### config.mk
export PLATFORM = sky130hd
export DESIGN_NAME = request_backoff_limiter_core
export DESIGN_NICKNAME = d
export VERILOG_FILES = /design/src/rtl/rbl_pkg.sv /design/src/rtl/request_backoff_limiter_core.sv /design/src/rtl/rbl_cfg_regs.sv /design/src/rtl/rbl_engine.sv
export SDC_FILE = /design/constraint.sdc
export NUM_CORES = 1
export LEC_CHECK = 0
export ABC_CLOCK_PERIOD_IN_PS = 21500
export BUFFER_PORTS_ARGS = -buffer_cell sky130_fd_sc_hd__buf_2
export CORE_MARGIN = 2
export CORE_UTILIZATION = 45
export DETAILED_ROUTE_END_ITERATION = 16
export GPL_ROUTABILITY_DRIVEN = 0
export SYNTH_ARGS = -nofsm -noshare
export SYNTH_HDL_FRONTEND = slang
export SYNTH_SLANG_ARGS = --single-unit
### constraint.sdc
create_clock -name clk -period 21.5 [get_ports clk]
set_clock_uncertainty 0.2 [all_clocks]
set_input_delay 3.225 -clock clk [delete_from_list [all_inputs] [get_ports clk]]
set_output_delay 3.225 -clock clk [all_outputs]
set_load 0.005 [all_outputs]
### src/rtl/rbl_pkg.sv
// Shared types, codes and reset values for the request back-off limiter.
package rbl_pkg;

	localparam int TIME_BITS = 48;
	localparam int GAP_BITS  = 16;
	localparam int SPAN_BITS = 24;
	localparam int CNT_BITS  = 4;
	localparam int WAIT_BITS = 25;
	localparam int ADDR_BITS = 5;
	localparam int DATA_BITS = 32;

	localparam logic [GAP_BITS-1:0]  HOST_GAP_RST    = 16'd1000;
	localparam logic [GAP_BITS-1:0]  GAP_CAP_RST     = 16'd20000;
	localparam logic [CNT_BITS-1:0]  STRIKE_LIM_RST  = 4'd3;
	localparam logic [SPAN_BITS-1:0] OFFLINE_SPAN_RST = 24'd120000;
	localparam logic [SPAN_BITS-1:0] REST_SPAN_RST   = 24'd1800000;

	typedef enum logic [1:0] {
		OP_REQ     = 2'd0,
		OP_FAIL    = 2'd1,
		OP_SUCCESS = 2'd2
	} op_t;

	typedef enum logic [2:0] {
		REG_HOST_GAP     = 3'd0,
		REG_GAP_CAP      = 3'd1,
		REG_STRIKE_LIMIT = 3'd2,
		REG_OFFLINE_SPAN = 3'd3,
		REG_REST_SPAN    = 3'd4
	} reg_idx_t;

	typedef struct packed {
		logic [1:0]           opcode;
		logic [TIME_BITS-1:0] now_ms;
	} evt_t;

	typedef struct packed {
		logic                 blocked;
		logic [WAIT_BITS-1:0] wait_ms;
		logic [CNT_BITS-1:0]  strikes;
	} res_t;

	typedef struct packed {
		logic [GAP_BITS-1:0]  host_gap_ms;
		logic [GAP_BITS-1:0]  gap_wait_cap_ms;
		logic [CNT_BITS-1:0]  strike_limit;
		logic [SPAN_BITS-1:0] offline_span_ms;
		logic [SPAN_BITS-1:0] rest_span_ms;
	} cfg_t;

endpackage

### src/rtl/request_backoff_limiter_core.sv
// Top level of the request back-off limiter: event pipeline and APB port.
// Every event word gives one result word. Sustained rate is one event per
// clock while the result side does not stall; a result word is presented
// once its event has passed from the input register into the result
// register. The limiter state is read and updated as an event moves
// between those registers, which is what keeps consecutive events back to
// back. Events are stalled only when both the input register and the result
// register are full and the result side is stalling. Settings are to be
// written through the APB port only while no event is in flight; the block
// itself does not enforce this.
module request_backoff_limiter_core (
	input  logic                          clk,
	input  logic                          arst_n,
	input  logic                          evt_valid,
	output logic                          evt_stall,
	input  rbl_pkg::evt_t                 evt_data,
	output logic                          res_valid,
	input  logic                          res_stall,
	output rbl_pkg::res_t                 res_data,
	input  logic                          psel,
	input  logic                          penable,
	input  logic                          pwrite,
	input  logic [rbl_pkg::ADDR_BITS-1:0] paddr,
	input  logic [rbl_pkg::DATA_BITS-1:0] pwdata,
	output logic [rbl_pkg::DATA_BITS-1:0] prdata,
	output logic                          pready
);

	rbl_pkg::cfg_t cfg;
	rbl_pkg::evt_t evt_s1;
	rbl_pkg::res_t res_s2, res_d;
	logic          vld_s1, vld_s2;
	logic          s2_free, fire;

	assign s2_free   = !vld_s2 || !res_stall;
	assign fire      = vld_s1 && s2_free;
	assign evt_stall = vld_s1 && !s2_free;
	assign res_valid = vld_s2;
	assign res_data  = res_s2;

	rbl_cfg_regs u_cfg (
		.clk     (clk),
		.arst_n  (arst_n),
		.psel    (psel),
		.penable (penable),
		.pwrite  (pwrite),
		.paddr   (paddr),
		.pwdata  (pwdata),
		.prdata  (prdata),
		.pready  (pready),
		.cfg     (cfg)
	);

	rbl_engine u_engine (
		.clk    (clk),
		.arst_n (arst_n),
		.fire   (fire),
		.evt    (evt_s1),
		.cfg    (cfg),
		.res    (res_d)
	);

	always_ff @(posedge clk or negedge arst_n) begin
		if (!arst_n) begin
			vld_s1 <= 1'b0;
			vld_s2 <= 1'b0;
		end else begin
			if (!evt_stall)
				vld_s1 <= evt_valid;
			if (s2_free)
				vld_s2 <= fire;
		end
	end

	always_ff @(posedge clk) begin
		if (evt_valid && !evt_stall)
			evt_s1 <= evt_data;
		if (fire)
			res_s2 <= res_d;
	end

	// a blocked request never carries a wait
	a_blocked_no_wait: assert property (@(posedge clk) disable iff (!arst_n)
		res_valid && res_data.blocked |-> res_data.wait_ms == '0)
		else $error("blocked result with nonzero wait");

	// a held input word stays in the input register
	a_s1_hold: assert property (@(posedge clk) disable iff (!arst_n)
		vld_s1 && !s2_free |=> vld_s1 && $stable(evt_s1))
		else $error("input register lost a stalled word");

	// only requests produce a wait
	a_nonreq_no_wait: assert property (@(posedge clk) disable iff (!arst_n)
		fire && evt_s1.opcode != rbl_pkg::OP_REQ |=> res_valid && res_data.wait_ms == '0)
		else $error("non-request event produced a wait");

	// a success always clears the strike count
	a_success_clears: assert property (@(posedge clk) disable iff (!arst_n)
		fire && evt_s1.opcode == rbl_pkg::OP_SUCCESS |=> res_data.strikes == '0)
		else $error("success did not clear strikes");

endmodule

### src/rtl/rbl_cfg_regs.sv
// APB register file holding the limiter settings.
module rbl_cfg_regs (
	input  logic                          clk,
	input  logic                          arst_n,
	input  logic                          psel,
	input  logic                          penable,
	input  logic                          pwrite,
	input  logic [rbl_pkg::ADDR_BITS-1:0] paddr,
	input  logic [rbl_pkg::DATA_BITS-1:0] pwdata,
	output logic [rbl_pkg::DATA_BITS-1:0] prdata,
	output logic                          pready,
	output rbl_pkg::cfg_t                 cfg
);

	rbl_pkg::cfg_t     cfg_q;
	rbl_pkg::reg_idx_t idx;
	logic              wr;

	assign idx    = rbl_pkg::reg_idx_t'(paddr[4:2]);
	assign wr     = psel && penable && pwrite;
	assign pready = 1'b1;
	assign cfg    = cfg_q;

	always_ff @(posedge clk or negedge arst_n) begin
		if (!arst_n) begin
			cfg_q.host_gap_ms     <= rbl_pkg::HOST_GAP_RST;
			cfg_q.gap_wait_cap_ms <= rbl_pkg::GAP_CAP_RST;
			cfg_q.strike_limit    <= rbl_pkg::STRIKE_LIM_RST;
			cfg_q.offline_span_ms <= rbl_pkg::OFFLINE_SPAN_RST;
			cfg_q.rest_span_ms    <= rbl_pkg::REST_SPAN_RST;
		end else if (wr) begin
			case (idx)
				rbl_pkg::REG_HOST_GAP:
					cfg_q.host_gap_ms <= pwdata[rbl_pkg::GAP_BITS-1:0];
				rbl_pkg::REG_GAP_CAP:
					cfg_q.gap_wait_cap_ms <= pwdata[rbl_pkg::GAP_BITS-1:0];
				rbl_pkg::REG_STRIKE_LIMIT:
					cfg_q.strike_limit <= pwdata[rbl_pkg::CNT_BITS-1:0];
				rbl_pkg::REG_OFFLINE_SPAN:
					cfg_q.offline_span_ms <= pwdata[rbl_pkg::SPAN_BITS-1:0];
				rbl_pkg::REG_REST_SPAN:
					cfg_q.rest_span_ms <= pwdata[rbl_pkg::SPAN_BITS-1:0];
				default: ;
			endcase
		end
	end

	always_comb begin
		prdata = '0;
		case (idx)
			rbl_pkg::REG_HOST_GAP:
				prdata = rbl_pkg::DATA_BITS'(cfg_q.host_gap_ms);
			rbl_pkg::REG_GAP_CAP:
				prdata = rbl_pkg::DATA_BITS'(cfg_q.gap_wait_cap_ms);
			rbl_pkg::REG_STRIKE_LIMIT:
				prdata = rbl_pkg::DATA_BITS'(cfg_q.strike_limit);
			rbl_pkg::REG_OFFLINE_SPAN:
				prdata = rbl_pkg::DATA_BITS'(cfg_q.offline_span_ms);
			rbl_pkg::REG_REST_SPAN:
				prdata = rbl_pkg::DATA_BITS'(cfg_q.rest_span_ms);
			default: prdata = '0;
		endcase
	end

endmodule

### src/rtl/rbl_engine.sv
// Limiter state and the combinational event evaluation.
module rbl_engine (
	input  logic          clk,
	input  logic          arst_n,
	input  logic          fire,
	input  rbl_pkg::evt_t evt,
	input  rbl_pkg::cfg_t cfg,
	output rbl_pkg::res_t res
);

	localparam int TB = rbl_pkg::TIME_BITS;
	localparam int SB = rbl_pkg::SPAN_BITS;
	localparam int GB = rbl_pkg::GAP_BITS;
	localparam int CB = rbl_pkg::CNT_BITS;
	localparam int WB = rbl_pkg::WAIT_BITS;

	logic [TB-1:0] next_allowed_q, offline_until_q, rest_until_q;
	logic [CB-1:0] strike_q;

	logic [TB-1:0] next_allowed_d, offline_until_d, rest_until_d;
	logic [CB-1:0] strike_d;

	logic [TB-1:0] now;
	logic          offline;
	logic [TB-1:0] rest_diff, gap_diff;
	logic [SB-1:0] rest_part;
	logic [GB-1:0] gap_part;
	logic [WB-1:0] wait_sum;
	logic [CB-1:0] strike_inc;

	assign now = evt.now_ms;

	always_comb begin
		offline   = (offline_until_q != '0) && (now < offline_until_q);
		rest_diff = rest_until_q - now;
		gap_diff  = next_allowed_q - now;

		rest_part = '0;
		if (rest_until_q > now) begin
			// saturate so the wait fits its field when time runs backward
			if (rest_diff[TB-1:SB] != '0)
				rest_part = '1;
			else
				rest_part = rest_diff[SB-1:0];
		end

		gap_part = '0;
		if (next_allowed_q > now) begin
			if (gap_diff[TB-1:GB] != '0 || gap_diff[GB-1:0] > cfg.gap_wait_cap_ms)
				gap_part = cfg.gap_wait_cap_ms;
			else
				gap_part = gap_diff[GB-1:0];
		end

		wait_sum   = WB'(rest_part) + WB'(gap_part);
		strike_inc = strike_q + CB'(1);

		next_allowed_d  = next_allowed_q;
		offline_until_d = offline_until_q;
		rest_until_d    = rest_until_q;
		strike_d        = strike_q;
		res.blocked     = 1'b0;
		res.wait_ms     = '0;

		case (evt.opcode)
			rbl_pkg::OP_REQ: begin
				if (offline) begin
					res.blocked = 1'b1;
				end else begin
					offline_until_d = '0;
					res.wait_ms     = wait_sum;
					next_allowed_d  = now + TB'(wait_sum) + TB'(cfg.host_gap_ms);
				end
			end
			rbl_pkg::OP_FAIL: begin
				strike_d = strike_inc;
				if (strike_inc >= cfg.strike_limit) begin
					offline_until_d = now + TB'(cfg.offline_span_ms);
					rest_until_d    = now + TB'(cfg.rest_span_ms);
					strike_d        = '0;
				end
			end
			rbl_pkg::OP_SUCCESS: begin
				strike_d     = '0;
				rest_until_d = '0;
			end
			default: ;
		endcase

		res.strikes = strike_d;
	end

	always_ff @(posedge clk or negedge arst_n) begin
		if (!arst_n) begin
			next_allowed_q  <= '0;
			offline_until_q <= '0;
			rest_until_q    <= '0;
			strike_q        <= '0;
		end else if (fire) begin
			next_allowed_q  <= next_allowed_d;
			offline_until_q <= offline_until_d;
			rest_until_q    <= rest_until_d;
			strike_q        <= strike_d;
		end
	end

endmodule

==> impl_metrics.env <==
export IMPL_p_per_area_mw_per_mm2=128
export IMPL_worst_setup_path_start_kind="register"
export IMPL_finalCriticalPeriod_ns=13.46
export IMPL_numClockSinks=314
export IMPL_critical_path_arrival_ns=13.67
export IMPL_fp_dieArea_mm2=0.0608
export IMPL_power_ir_vdd_worst_mv=0.0715
export IMPL_mostFrequentLayoutCells="326 x nand2_1, 265 x ha_1, 215 x o21ai_0, 212 x a21oi_1, 203 x dfrtp_1"
export IMPL_coreArea_mm2=0.0579
export IMPL_number_of_enable_flip_flop_cells_after_synthesis=80
export IMPL_grt_start_max_net_pins=108
export IMPL_worst_reg2reg_startpoint="evt_s1[1]"
export IMPL_mappedNetlistArea_mm2=0.0265
export IMPL_fmax_ghz=0.0743
export IMPL_ys_top_cells_by_area="dfrtp_1 19%, ha_1 13%, edfxtp_1 9.1%, nand2_1 4.6%, xnor2_1 4.6%"
export IMPL_clkTransAtPathRegs_ns=0.06
export IMPL_timing_hold_worst_path_depth=2
export IMPL_first_pass_grt_wire_length_mm=132
export IMPL_dp_final_hpwl_mm=68.1
export IMPL_power_leakage_nw=12.9
export IMPL_grt_setup_unrepaired="false"
export IMPL_synth_ff_latch_count=314
export IMPL_cts_hold_buf=0
export IMPL_layout_commonest_cell="nand2_1"
export IMPL_worstSetupPathType="register to register"
export IMPL_detailedRoute_firstPassIterationCount=8
export IMPL_slew_violations=0
export IMPL_min_delay_start="u_engine.next_allowed_q[0]"
export IMPL_grtUsageTotal_pct=28.1
export IMPL_die_width_um=247
export IMPL_seq_area_frac_synth_pct=31.3
export IMPL_chip_height_um=247
export IMPL_whs_endpoint="u_engine.next_allowed_q[0]"
export IMPL_drv_max_cap_violation_count=0
export IMPL_numPortBuffers=139
export IMPL_cts_tree="yes"
export IMPL_synthesis_area_per_instance_um2=8.67
export IMPL_floorplan_io_pins=159
export IMPL_final_period_utilization_pct=62.6
export IMPL_crit_path_max_incr_delay_ns=0.71
export IMPL_worstMarginPinSlew_ns=1.21
export IMPL_hold_path_class="register to register"
export IMPL_starting_drc_count_in_detailed_routing=2374
export IMPL_netlist_cell_type_count=88
export IMPL_floorplan_rows=88
export IMPL_cts_path_max_buffers=3
export IMPL_ctsResizeCount=0
export IMPL_post_cts_setup_buffer_count=0
export IMPL_area_growth_from_synthesis_to_layout_pct=9.84
export IMPL_finalSetupViolations=0
export IMPL_remaining_antenna_violation_count_after_routing=0
export IMPL_final_setup_tns_ns=0
export IMPL_outcome="finished, final reports clean"
export IMPL_netlist_top_cell_by_area="dfrtp_1"
export IMPL_utilization_pct=50.2
export IMPL_crit_required_ns=21.71
export IMPL_critPathMaxFanout=17
export IMPL_via_to_cell_ratio=6.10
export IMPL_synth_main_ff_cell="dfrtp_1"
export IMPL_r2r_slack_ns=8.04
export IMPL_total_power_mw=3.73
export IMPL_initial_core_util_pct=45.7
export IMPL_number_of_global_route_vias_before_repair=23068
export IMPL_net_count_of_the_finished_layout=3506
export IMPL_finalHoldViolCount=0
export IMPL_end_kind="register"
export IMPL_grt_overflow_total=0
export IMPL_multi_input_comb_area_mm2=0.0169
export IMPL_reg2reg_to="u_engine.next_allowed_q[32]"
export IMPL_htreeDepth=2
export IMPL_count_of_vias_placed_by_the_detailed_router=23948
export IMPL_clkLatencyLatePin_ns=0.58
export IMPL_fill_cells=5648
export IMPL_wl_per_cell_um=21.9
export IMPL_post_route_cells_drive_above_1_share_pct=11.8
export IMPL_yosys_warnings=0
export IMPL_synth_top_area_share_pct=19.2
export IMPL_postRouteWirelength_mm=85.9
export IMPL_postSynthCellCount=3054
export IMPL_synthArstFlopShare_pct=74.5
export IMPL_relSlewSlack_pct=19.6
export IMPL_cts_buffers_inserted=40
export IMPL_drc=0
export IMPL_register_to_register_path_depth=47
export IMPL_antenna_found_initial=5
export IMPL_crit_slowest_cell="edfxtp_1"
export IMPL_clock_tree_root_cell="clkbuf_16"
export IMPL_register_area_mm2=0.00830
-- cells in the mapped netlist, drive strengths merged (62+ instances only) --
cell type,number
nand2,327
mux2,77
nor2,180
a21oi,216
o21ai,221
inv,196
ha,265
o31ai,62
dfrtp,203
a21o,73
edfxtp,80
clkbuf,113
xnor2,140
-- stage by stage --
step	std cells	cell area (µm²)	hold slack, ns	setup WS, ns
2_1_floorplan	3061	26500	0.250	11.27
3_3_place_gp	3848	27700	0.266	8.51
3_5_place_dp	3848	27700	0.270	8.46
4_1_cts	3922	29100	0.284	8.36
5_1_grt	3925	29100	0.306	7.35
6_report	3926	29100	0.282	8.04
-- routing by layer --
| layer | vias up | part of all wire (%) | global-route usage [%] | routed length, µm |
|---|---|---|---|---|
| met3 | 205 | 8.5 | 4.47 | 7270 |
| met4 | 0 | 3.7 | 9.37 | 3190 |
| li1 | 11229 | - | - | - |
| met5 | - | 0 | 0 | 0 |
| met2 | 1098 | 43 | 43.2 | 36900 |
| met1 | 11416 | 45 | 40.0 | 38600 |
-- critical path: cells and delay by family, from the launching register on --
| kind | cells | cell delay (ns) |
|---|---|---|
| flip-flops | 1 | 0.71 |
| XOR/XNOR | 3 | 0.64 |
| adder cells (fa/ha/maj) | 6 | 2.06 |
| buffers and inverters | 3 | 0.50 |
| AND/OR/NAND/NOR | 15 | 3.68 |
| AO/OA/AOI/OAI | 20 | 5.46 |
-- area by class of cell --
type	count	share of cell area, %
Tap cell	765	3.29
Sequential cell	314	28.5
Timing Repair Buffer	159	2.94
Inverter	204	2.63
Antenna cell	4	0.0344
Multi-Input combinational cell	2406	58.0
Clock inverter	16	0.585
Clock buffer	58	3.96
-- state kept, by name (all words and copies together), names as in the netlist --
name and count:
u_engine.offline_until_q 48, u_engine.rest_until_q 48, res_valid 1, res_data 30, u_cfg.cfg 84, u_engine.strike_q 4, u_engine.next_allowed_q 48, evt_s1 50
vld_s1 1
-- report_power, final --
group / total [mW] / switching, mW / internal [mW]
clock network: 0.681 / 0.281 / 0.399
registers: 0.908 / 0.145 / 0.763
logic: 2.14 / 1.29 / 0.852
total: 3.73 / 1.71 / 2.01
-- worst max path at each step --
stage                         start                           to  cells after the start
after detailed placement  evt_s1[1]  u_engine.next_allowed_q[32]                     47
after floorplan           evt_s1[1]  u_engine.next_allowed_q[32]                     46
final                     evt_s1[1]  u_engine.next_allowed_q[32]                     47
after global placement    evt_s1[1]  u_engine.next_allowed_q[40]                     47
after global routing      evt_s1[1]  u_engine.next_allowed_q[40]                     47
after CTS                 evt_s1[1]  u_engine.next_allowed_q[32]                     47
-- kinds of logic after synthesis --
logic type | Yosys count | synth area share [%]
compound gates | 871 | 21.4
xor+xnor | 188 | 6.22
flops | 314 | 31.3
other cells | 2 | 0.0284
mux | 112 | 4.60
simple gates | 939 | 17.1
buf+inv | 341 | 5.09
fa+ha+maj | 287 | 14.2
(Power assumes the default switching activity.)
